`src/rtl/core/awdm_pkg.sv`:
```
// Shared types, constants and codes for the area-weighted distortion metric block.
package awdm_pkg;

    localparam int FRAC_BITS = 16;
    localparam int DIVW = 64 + 3 * FRAC_BITS;
    localparam int DCNTW = $clog2(DIVW + 1);
    localparam int QDEPTH = 2;
    localparam int QPTRW = $clog2(QDEPTH);
    localparam int QCNTW = $clog2(QDEPTH + 1);

    localparam logic [1:0] MODE_STRETCH = 2'd0;
    localparam logic [1:0] MODE_AREA = 2'd1;
    localparam logic [1:0] MODE_ANGLE = 2'd2;
    localparam logic [1:0] MODE_ISO = 2'd3;

    localparam logic [1:0] REG_MODE = 2'd0;
    localparam logic [1:0] REG_INPUT_AREA = 2'd1;
    localparam logic [1:0] REG_TARGET_AREA = 2'd2;

    typedef struct packed {
        logic [31:0] facet_area;
        logic [31:0] sing_first;
        logic [31:0] sing_second;
        logic        last_facet;
    } facet_t;

    typedef struct packed {
        logic [1:0]  metric_mode;
        logic [31:0] input_total_area;
        logic [31:0] target_total_area;
    } cfg_t;

    typedef struct packed {
        logic            start;
        logic [DIVW-1:0] num;
        logic [63:0]     den;
    } div_req_t;

    typedef struct packed {
        logic        busy;
        logic        done;
        logic [31:0] quot;
        logic        err;
    } div_rsp_t;

    typedef enum logic [3:0] {
        ST_IDLE,
        ST_SQ1,
        ST_SQ2,
        ST_SQ3,
        ST_PMUL,
        ST_DIV_GO,
        ST_DIV_WAIT,
        ST_FSQ,
        ST_WMUL,
        ST_ACC
    } state_t;

    typedef enum logic [2:0] {
        OP_RECIP_P,
        OP_Q1,
        OP_Q2,
        OP_RECIP_S2,
        OP_MEAN,
        OP_RATIO,
        OP_METRIC,
        OP_FINAL
    } div_op_t;

endpackage

```
`src/rtl/core/awdm_front.sv`:
```
// Input side: accepts facet items into a short queue for the back end.
module awdm_front (
    input  logic                    aclk,
    input  logic                    aresetn,
    input  logic                    s_tvalid,
    output logic                    s_tready,
    input  awdm_pkg::facet_t        s_item,
    output logic                    q_valid,
    output awdm_pkg::facet_t        q_item,
    input  logic                    q_pop
);
    import awdm_pkg::*;

    facet_t            mem_reg [QDEPTH];
    logic [QPTRW-1:0]  wr_ptr_reg;
    logic [QPTRW-1:0]  rd_ptr_reg;
    logic [QCNTW-1:0]  cnt_reg;
    logic              push;
    logic              pop;

    assign s_tready = (cnt_reg != QCNTW'(QDEPTH));
    assign push = s_tvalid && s_tready;
    assign q_valid = (cnt_reg != '0);
    assign pop = q_pop && q_valid;
    assign q_item = mem_reg[rd_ptr_reg];

    always_ff @(posedge aclk) begin
        if (!aresetn) begin
            wr_ptr_reg <= '0;
            rd_ptr_reg <= '0;
            cnt_reg <= '0;
        end else begin
            if (push) begin
                wr_ptr_reg <= wr_ptr_reg + 1'b1;
            end
            if (pop) begin
                rd_ptr_reg <= rd_ptr_reg + 1'b1;
            end
            if (push && !pop) begin
                cnt_reg <= cnt_reg + 1'b1;
            end else if (pop && !push) begin
                cnt_reg <= cnt_reg - 1'b1;
            end
        end
    end

    always_ff @(posedge aclk) begin
        if (push) begin
            mem_reg[wr_ptr_reg] <= s_item;
        end
    end

endmodule

```
`src/rtl/core/awdm_div.sv`:
```
// Bit-serial restoring divider with saturation to 32 bits and divide-by-zero flag.
module awdm_div (
    input  logic                 aclk,
    input  logic                 aresetn,
    input  awdm_pkg::div_req_t   req,
    output awdm_pkg::div_rsp_t   rsp
);
    import awdm_pkg::*;

    logic [DIVW-1:0]  num_reg;
    logic [63:0]      den_reg;
    logic [63:0]      rem_reg;
    logic [31:0]      q_reg;
    logic             ovf_reg;
    logic [DCNTW-1:0] cnt_reg;
    logic             busy_reg;
    logic             done_reg;
    logic [64:0]      rem_shift;
    logic             fits;

    assign rem_shift = {rem_reg, num_reg[DIVW-1]};
    assign fits = (rem_shift >= {1'b0, den_reg});

    always_ff @(posedge aclk) begin
        if (!aresetn) begin
            busy_reg <= 1'b0;
            done_reg <= 1'b0;
        end else if (req.start) begin
            done_reg <= (req.den == '0);
            busy_reg <= (req.den != '0);
        end else if (busy_reg) begin
            if (cnt_reg == DCNTW'(1)) begin
                busy_reg <= 1'b0;
                done_reg <= 1'b1;
            end
        end
    end

    always_ff @(posedge aclk) begin
        if (req.start) begin
            num_reg <= req.num;
            den_reg <= req.den;
            rem_reg <= '0;
            q_reg <= '0;
            ovf_reg <= (req.den == '0);
            cnt_reg <= DCNTW'(DIVW);
        end else if (busy_reg) begin
            num_reg <= num_reg << 1;
            rem_reg <= fits ? 64'(rem_shift - {1'b0, den_reg}) : rem_shift[63:0];
            q_reg <= {q_reg[30:0], fits};
            ovf_reg <= ovf_reg | q_reg[31];
            cnt_reg <= cnt_reg - 1'b1;
        end
    end

    assign rsp.busy = busy_reg;
    assign rsp.done = done_reg;
    assign rsp.quot = ovf_reg ? 32'hFFFF_FFFF : q_reg;
    assign rsp.err = ovf_reg;

endmodule

```
`src/rtl/core/awdm_back.sv`:
```
// Back end: per-facet term sequencer, weighted accumulation and final division.
module awdm_back (
    input  logic              aclk,
    input  logic              aresetn,
    input  awdm_pkg::cfg_t    cfg,
    input  logic              q_valid,
    input  awdm_pkg::facet_t  q_item,
    output logic              q_pop,
    output logic              m_tvalid,
    input  logic              m_tready,
    output logic [31:0]       m_tdata,
    output logic              m_tuser
);
    import awdm_pkg::*;

    state_t        state_reg;
    state_t        state_next;
    div_op_t       op_reg;
    facet_t        cur_reg;
    logic [63:0]   mul_reg;
    logic [63:0]   tmp_reg;
    logic [31:0]   term_reg;
    logic [31:0]   q1_reg;
    logic [31:0]   mean_reg;
    logic [63:0]   ws_reg;
    logic          err_reg;
    logic          out_valid_reg;
    logic [31:0]   out_data_reg;
    logic          out_err_reg;

    logic [31:0]   mul_x;
    logic [31:0]   mul_y;
    logic          mul_en;
    logic          out_free;
    logic          final_op;
    logic          out_load;
    div_req_t      dreq;
    div_rsp_t      drsp;

    logic [64:0]            sq_sum;
    logic [64:0]            sq_v;
    logic [64-FRAC_BITS:0]  ar_sum;
    logic [64-FRAC_BITS:0]  ar_half;
    logic [32:0]            an_sum;
    logic [64:0]            acc_sum;

    awdm_div u_div (
        .aclk    (aclk),
        .aresetn (aresetn),
        .req     (dreq),
        .rsp     (drsp)
    );

    assign out_free = !out_valid_reg || m_tready;
    assign final_op = (op_reg == OP_METRIC) || (op_reg == OP_FINAL);
    assign out_load = (state_reg == ST_DIV_WAIT) && drsp.done && final_op && out_free;

    assign sq_sum = {1'b0, tmp_reg} + {1'b0, mul_reg};
    assign sq_v = sq_sum >> (FRAC_BITS + 1);
    assign ar_sum = (65 - FRAC_BITS)'(mul_reg[63:FRAC_BITS]) + (65 - FRAC_BITS)'(drsp.quot);
    assign ar_half = ar_sum >> 1;
    assign an_sum = {1'b0, q1_reg} + {1'b0, drsp.quot};
    assign acc_sum = {1'b0, ws_reg} + 65'(mul_reg[63:FRAC_BITS]);

    always_comb begin
        state_next = state_reg;
        case (state_reg)
            ST_IDLE: begin
                if (q_valid) begin
                    case (cfg.metric_mode)
                        MODE_STRETCH: state_next = ST_SQ1;
                        MODE_AREA:    state_next = ST_PMUL;
                        default:      state_next = ST_DIV_GO;
                    endcase
                end
            end
            ST_SQ1:  state_next = ST_SQ2;
            ST_SQ2:  state_next = ST_SQ3;
            ST_SQ3:  state_next = ST_WMUL;
            ST_PMUL: state_next = ST_DIV_GO;
            ST_DIV_GO: state_next = ST_DIV_WAIT;
            ST_DIV_WAIT: begin
                if (drsp.done) begin
                    case (op_reg)
                        OP_Q1, OP_MEAN: state_next = ST_DIV_GO;
                        OP_RATIO:       state_next = ST_FSQ;
                        OP_METRIC, OP_FINAL: begin
                            if (out_free) begin
                                state_next = ST_IDLE;
                            end
                        end
                        default: state_next = ST_WMUL;
                    endcase
                end
            end
            ST_FSQ:  state_next = ST_DIV_GO;
            ST_WMUL: state_next = ST_ACC;
            ST_ACC:  state_next = cur_reg.last_facet ? ST_DIV_GO : ST_IDLE;
            default: state_next = ST_IDLE;
        endcase
    end

    always_comb begin
        q_pop = 1'b0;
        mul_en = 1'b0;
        mul_x = cur_reg.sing_first;
        mul_y = cur_reg.sing_first;
        dreq.start = 1'b0;
        dreq.num = '0;
        dreq.den = '0;
        case (state_reg)
            ST_IDLE: q_pop = q_valid;
            ST_SQ1:  mul_en = 1'b1;
            ST_SQ2: begin
                mul_en = 1'b1;
                mul_x = cur_reg.sing_second;
                mul_y = cur_reg.sing_second;
            end
            ST_PMUL: begin
                mul_en = 1'b1;
                mul_y = cur_reg.sing_second;
            end
            ST_WMUL: begin
                mul_en = 1'b1;
                mul_x = cur_reg.facet_area;
                mul_y = term_reg;
            end
            ST_FSQ: begin
                mul_en = 1'b1;
                mul_x = mean_reg;
                mul_y = mean_reg;
            end
            ST_DIV_GO: begin
                dreq.start = 1'b1;
                case (op_reg)
                    OP_RECIP_P: begin
                        dreq.num = DIVW'(1) << (3 * FRAC_BITS);
                        dreq.den = mul_reg;
                    end
                    OP_Q1: begin
                        dreq.num = DIVW'(cur_reg.sing_first) << FRAC_BITS;
                        dreq.den = 64'(cur_reg.sing_second);
                    end
                    OP_Q2: begin
                        dreq.num = DIVW'(cur_reg.sing_second) << FRAC_BITS;
                        dreq.den = 64'(cur_reg.sing_first);
                    end
                    OP_RECIP_S2: begin
                        dreq.num = DIVW'(1) << (2 * FRAC_BITS);
                        dreq.den = 64'(cur_reg.sing_second);
                    end
                    OP_RATIO: begin
                        dreq.num = DIVW'(cfg.input_total_area) << FRAC_BITS;
                        dreq.den = 64'(cfg.target_total_area);
                    end
                    OP_METRIC: begin
                        dreq.num = DIVW'(q1_reg) << (2 * FRAC_BITS);
                        dreq.den = mul_reg;
                    end
                    default: begin
                        dreq.num = DIVW'(ws_reg) << FRAC_BITS;
                        dreq.den = 64'(cfg.input_total_area);
                    end
                endcase
            end
            default: begin
            end
        endcase
    end

    always_ff @(posedge aclk) begin
        if (!aresetn) begin
            state_reg <= ST_IDLE;
            ws_reg <= '0;
            err_reg <= 1'b0;
            out_valid_reg <= 1'b0;
        end else begin
            state_reg <= state_next;
            out_valid_reg <= out_load || (out_valid_reg && !m_tready);
            case (state_reg)
                ST_SQ3: begin
                    if (|sq_v[64:32]) begin
                        err_reg <= 1'b1;
                    end
                end
                ST_ACC: begin
                    if (acc_sum[64]) begin
                        ws_reg <= '1;
                        err_reg <= 1'b1;
                    end else begin
                        ws_reg <= acc_sum[63:0];
                    end
                end
                ST_DIV_WAIT: begin
                    if (drsp.done) begin
                        if (final_op) begin
                            if (out_free) begin
                                ws_reg <= '0;
                                err_reg <= 1'b0;
                            end
                        end else begin
                            if (drsp.err || ((op_reg == OP_RECIP_P) &&
                                             (|ar_half[64-FRAC_BITS:32]))) begin
                                err_reg <= 1'b1;
                            end
                        end
                    end
                end
                default: begin
                end
            endcase
        end
    end

    always_ff @(posedge aclk) begin
        if (state_reg == ST_IDLE && q_valid) begin
            cur_reg <= q_item;
            op_reg <= (cfg.metric_mode == MODE_ANGLE) ? OP_Q1 : OP_RECIP_S2;
        end
        if (mul_en) begin
            mul_reg <= mul_x * mul_y;
        end
        case (state_reg)
            ST_SQ2:  tmp_reg <= mul_reg;
            ST_SQ3:  term_reg <= (|sq_v[64:32]) ? 32'hFFFF_FFFF : sq_v[31:0];
            ST_PMUL: op_reg <= OP_RECIP_P;
            ST_FSQ:  op_reg <= OP_METRIC;
            ST_ACC:  op_reg <= (cfg.metric_mode == MODE_STRETCH) ? OP_MEAN : OP_FINAL;
            ST_DIV_WAIT: begin
                if (drsp.done) begin
                    case (op_reg)
                        OP_RECIP_P: begin
                            term_reg <= (|ar_half[64-FRAC_BITS:32]) ? 32'hFFFF_FFFF
                                                                    : ar_half[31:0];
                        end
                        OP_Q1: begin
                            q1_reg <= drsp.quot;
                            op_reg <= OP_Q2;
                        end
                        OP_Q2: term_reg <= an_sum[32:1];
                        OP_RECIP_S2: begin
                            term_reg <= (cur_reg.sing_first > drsp.quot) ?
                                        cur_reg.sing_first : drsp.quot;
                        end
                        OP_MEAN: begin
                            mean_reg <= drsp.quot;
                            op_reg <= OP_RATIO;
                        end
                        OP_RATIO: q1_reg <= drsp.quot;
                        default: begin
                            if (out_free) begin
                                out_data_reg <= drsp.quot;
                                out_err_reg <= err_reg | drsp.err;
                            end
                        end
                    endcase
                end
            end
            default: begin
            end
        endcase
    end

    assign m_tvalid = out_valid_reg;
    assign m_tdata = out_data_reg;
    assign m_tuser = out_err_reg;

endmodule

```
`src/rtl/core/area_weighted_distortion_metric.sv`:
```
// Top level of the area-weighted distortion metric: register port, front queue, back end.
// A facet needs no division in stretch mode, one in area and isometric mode and two in angle
// mode, each on the one-bit-a-cycle divider of 112 steps per quotient.
// A last facet adds one final quotient (three in stretch mode, with a square) before its
// item appears; input items queue two deep meanwhile.
// Reset is synchronous, active low; it clears the queue, sum, error flag and registers.
module area_weighted_distortion_metric (
    input  logic        aclk,
    input  logic        aresetn,
    input  logic        s_tvalid,
    output logic        s_tready,
    input  logic [95:0] s_tdata,   // facet_area, sing_first, sing_second
    input  logic        s_tlast,
    output logic        m_tvalid,
    input  logic        m_tready,
    output logic [31:0] m_tdata,   // metric_value
    output logic        m_tuser,   // error_flag
    input  logic        psel,
    input  logic        penable,
    input  logic        pwrite,
    input  logic [3:0]  paddr,
    input  logic [31:0] pwdata,
    output logic [31:0] prdata,
    output logic        pready
);
    import awdm_pkg::*;

    cfg_t    cfg_reg;
    facet_t  s_item;
    facet_t  q_item;
    logic    q_valid;
    logic    q_pop;
    logic    wr_en;

    assign pready = 1'b1;
    assign wr_en = psel && penable && pwrite;

    always_ff @(posedge aclk) begin
        if (!aresetn) begin
            cfg_reg.metric_mode <= MODE_AREA;
            cfg_reg.input_total_area <= 32'(1) << FRAC_BITS;
            cfg_reg.target_total_area <= 32'(1) << FRAC_BITS;
        end else if (wr_en) begin
            case (paddr[3:2])
                REG_MODE:        cfg_reg.metric_mode <= pwdata[1:0];
                REG_INPUT_AREA:  cfg_reg.input_total_area <= pwdata;
                REG_TARGET_AREA: cfg_reg.target_total_area <= pwdata;
                default: begin
                end
            endcase
        end
    end

    always_comb begin
        case (paddr[3:2])
            REG_MODE:        prdata = {30'd0, cfg_reg.metric_mode};
            REG_INPUT_AREA:  prdata = cfg_reg.input_total_area;
            REG_TARGET_AREA: prdata = cfg_reg.target_total_area;
            default:         prdata = '0;
        endcase
    end

    assign s_item.facet_area = s_tdata[31:0];
    assign s_item.sing_first = s_tdata[63:32];
    assign s_item.sing_second = s_tdata[95:64];
    assign s_item.last_facet = s_tlast;

    awdm_front u_front (
        .aclk     (aclk),
        .aresetn  (aresetn),
        .s_tvalid (s_tvalid),
        .s_tready (s_tready),
        .s_item   (s_item),
        .q_valid  (q_valid),
        .q_item   (q_item),
        .q_pop    (q_pop)
    );

    awdm_back u_back (
        .aclk     (aclk),
        .aresetn  (aresetn),
        .cfg      (cfg_reg),
        .q_valid  (q_valid),
        .q_item   (q_item),
        .q_pop    (q_pop),
        .m_tvalid (m_tvalid),
        .m_tready (m_tready),
        .m_tdata  (m_tdata),
        .m_tuser  (m_tuser)
    );

endmodule

```
`config.mk`:
```
export PLATFORM = sky130hd
export DESIGN_NAME = area_weighted_distortion_metric
export DESIGN_NICKNAME = d
export VERILOG_FILES = /design/src/rtl/core/awdm_pkg.sv /design/src/rtl/core/awdm_front.sv /design/src/rtl/core/awdm_div.sv /design/src/rtl/core/awdm_back.sv /design/src/rtl/core/area_weighted_distortion_metric.sv
export SDC_FILE = /design/constraint.sdc
export NUM_CORES = 2
export LEC_CHECK = 0
export ABC_AREA = 0
export BUFFER_PORTS_ARGS = -buffer_cell sky130_fd_sc_hd__buf_4
export CAP_MARGIN = 20
export CORE_MARGIN = 2
export CORE_UTILIZATION = 35
export DETAILED_ROUTE_END_ITERATION = 6
export GPL_ROUTABILITY_DRIVEN = 0
export PLACE_DENSITY = 0.53
export SLEW_MARGIN = 20
export SYNTH_ARGS = -nofsm -noshare
export SYNTH_HDL_FRONTEND = slang
export SYNTH_SLANG_ARGS = --single-unit
```
`constraint.sdc`:
```
create_clock -name aclk -period 14.8 [get_ports aclk]
set_clock_uncertainty 0.2 [all_clocks]
set_input_delay 2.96 -clock aclk [delete_from_list [all_inputs] [get_ports aclk]]
set_output_delay 2.96 -clock aclk [all_outputs]
set_load 0.05 [all_outputs]
```
==> run_results.csv <==
group,metric,value,unit
outcome,status,"finished with violations",
outcome,violations,"DRC",
synth,yosys-top-cells-area,"edfxtp_1 25%, fa_1 21%, ha_1 7.8%",
job,drv_cap,0,
routing,drc,36,
cells_and_area,largest_reg_flops,194,
cells_and_area,drive_gt1_frac,0.0925,
synth,synth_edf_count,709,
synth,avgSynthCellArea,9.50,sq um
floorplanning,start_util,0.351,
cells_and_area,instances_no_fill,12400,
cts,clkSinkCount,957,
critical_path,start_kind,"flip-flop",
floorplanning,fp.dieH,501,um
global_route,grt_pass1_wl,479000,um
synth,yosysSeqAreaShare,0.304,
floorplanning,io_pins,208,
routing,viasPerCell,5.75,
worst_hold_path,hold_class,"flip-flop to flip-flop",
synth,ys_seq_elements,957,
routing,totalWireLength,330000,um
synth,syn_nets,10700,
timing,max_freq,79.8,MHz
critical_path,cp_max_fo,58,
cells_and_area,final_util,0.389,
timing,setup_viol,0,
cts,cts_resized,0,
cts,clk_pin_slew,70,ps
cells_and_area,area_growth,10.6,%
synth,post-synth-top-area-fraction,0.247,
cells_and_area,nets,10600,
global_route,grt_antenna_before_repair,20,
timing,min_period,12530,ps
critical_path,crit_top_cell,"fa_1",
floorplanning,fp.dieW,501,um
routing,wl_per_cell,26.6,um
global_route,grt_overflow,0,
synth,synth_most_common_cell,"inv_1",
critical_path,slowest_delay,770,ps
cts,postCtsHoldBufs,0,
placed_design,dp_cells,12200,
routing,vias,71100,
critical_path,endpoint_kind,"flip-flop",
synth,ys_async_sr_fraction,0,
synth,ys_types,97,
timing,final-max-slew-violation-count,0,
placed_design,place_hpwl,248000,um
placed_design,port_buffers,204,
synth,synthTopCellsByCount,"1,045 x inv_1, 964 x nor2_1, 942 x nand2_1",
cts,cts_buffer_depth,3,
critical_path,worstPathRequired,15080,ps
global_route,grt_max_degree,103,
critical_path,cpMaxStageDelayCell,"or3_4",
cts,htree_levels,3,
cts,cts_tree,"yes",
cts,cts_made_buffers,102,
timing,slew_headroom,0.225,
synth,synthesis.area,86400,sq um
routing,drtPass1Iterations,7,
synth,yosys.area.top_type,"edfxtp_1",
floorplanning,die-area,251000,sq um
timing,rsz0062_at_grt,"no",
global_route,grt_usage,0.258,
critical_path,r2r_slack,2270,ps
routing,drtIter0Drc,8211,
timing,setup-tns-final,0,ps
cts,clockRootBuffer,"clkbuf_16",
critical_path,path_class,"flip-flop to flip-flop",
routing,antenna_left,0,
timing,tightest_slew,1140,ps
timing,fin_crit_sh,0.847,
synth,synth_flop_cell,"edfxtp_1",
floorplanning,fp.coreArea,246000,sq um
timing,timing_hold_violations_final,0,
critical_path,cp.arrival,12820,ps
global_route,grt_pass1_vias,70000,
synth,yosys_warnings,0,
synth,synthCells,9093,
cts,post_cts.repair.setup_buffers,0,
cts,clkLatencyLatePin,770,ps
floorplanning,rows,182,
[through the flow]
stage               hold WS, ps  instance area [sq um]  worst slack, ps
finish                      276                  95500             2270
global route                293                  95500             1740
CTS                         273                  95400             2370
detailed placement          264                  91800             2400
global placement            258                  91800             2490
floorplan                   234                  86400             2840
[layout by cell type, fill, tap and decap left out, types with 68 or more instances in the layout]
cell	n
mux2_2	116
a21oi_1	607
xnor2_1	158
dfxtp_1	244
nor2_1	950
buf_4	371
nand3_1	110
nor3_1	69
o21ai_0	403
edfxtp_1	709
inv_1	1042
a221oi_1	68
nand4_1	95
clkbuf_16	108
mux2i_1	163
ha_1	535
and2_1	77
nand2_1	941
a21o_1	151
xor2_1	105
fa_1	900
o21a_1	78
and3_1	79
[path summary, 6_finish.rpt]
check             depth (start not counted)                 from            endpoint
setup / recovery                         32  u_back.state_reg[3]  u_back.mul_reg[63]
hold / removal                            2          cfg_reg[29]         cfg_reg[29]
setup reg to reg                         32  u_back.state_reg[3]  u_back.mul_reg[63]
hold reg to reg                           2          cfg_reg[29]         cfg_reg[29]
[metal layers]
| layer | track usage | share of wire | vias to the layer above |
|---|---|---|---|
| met2 | 0.375 | 0.41 | 3690 |
| met4 | 0.118 | 0.056 | 12 |
| met1 | 0.358 | 0.42 | 35500 |
| met3 | 0.0678 | 0.11 | 811 |
| met5 | 0 | 0.00038 | - |
| li1 | - | - | 31100 |
[cell type report]
type | count | area [sq um]
Multi-Input combinational cell | 6569 | 54700
Fill cell | 24200 | 150000
Timing Repair Buffer | 375 | 2870
Inverter | 1047 | 3940
Antenna cell | 9 | 22.5
Clock buffer | 127 | 2790
Clock inverter | 65 | 862
Tap cell | 3220 | 4030
Sequential cell | 957 | 26300
[logic make-up (layout without fill, tap and decap cells)]
| logic type | Yosys count | in the layout | share of synthesized area |
|---|---|---|---|
| AND/OR/NAND/NOR | 2646 | 2646 | 0.136 |
| AO/OA/AOI/OAI | 1945 | 1945 | 0.145 |
| buffers and inverters | 1567 | 1614 | 0.0685 |
| adder cells (fa/ha/maj) | 1435 | 1435 | 0.286 |
| flip-flops | 957 | 957 | 0.304 |
| multiplexers | 279 | 279 | 0.0340 |
| XOR/XNOR | 263 | 263 | 0.0267 |
| other | 1 | 10 | 0.0000434 |
[critical path: cells and delay by family, from the launching register on]
family | cells | cell delay (ps)
XOR/XNOR | 1 | 130
AO/OA/AOI/OAI | 7 | 2740
AND/OR/NAND/NOR | 9 | 3130
adder cells (fa/ha/maj) | 9 | 4310
flip-flops | 1 | 500
buffers and inverters | 6 | 1170
Power is left out: the tool's default activity adds up to more than one toggle a clock period on the data nets, which glitch-free logic cannot reach.
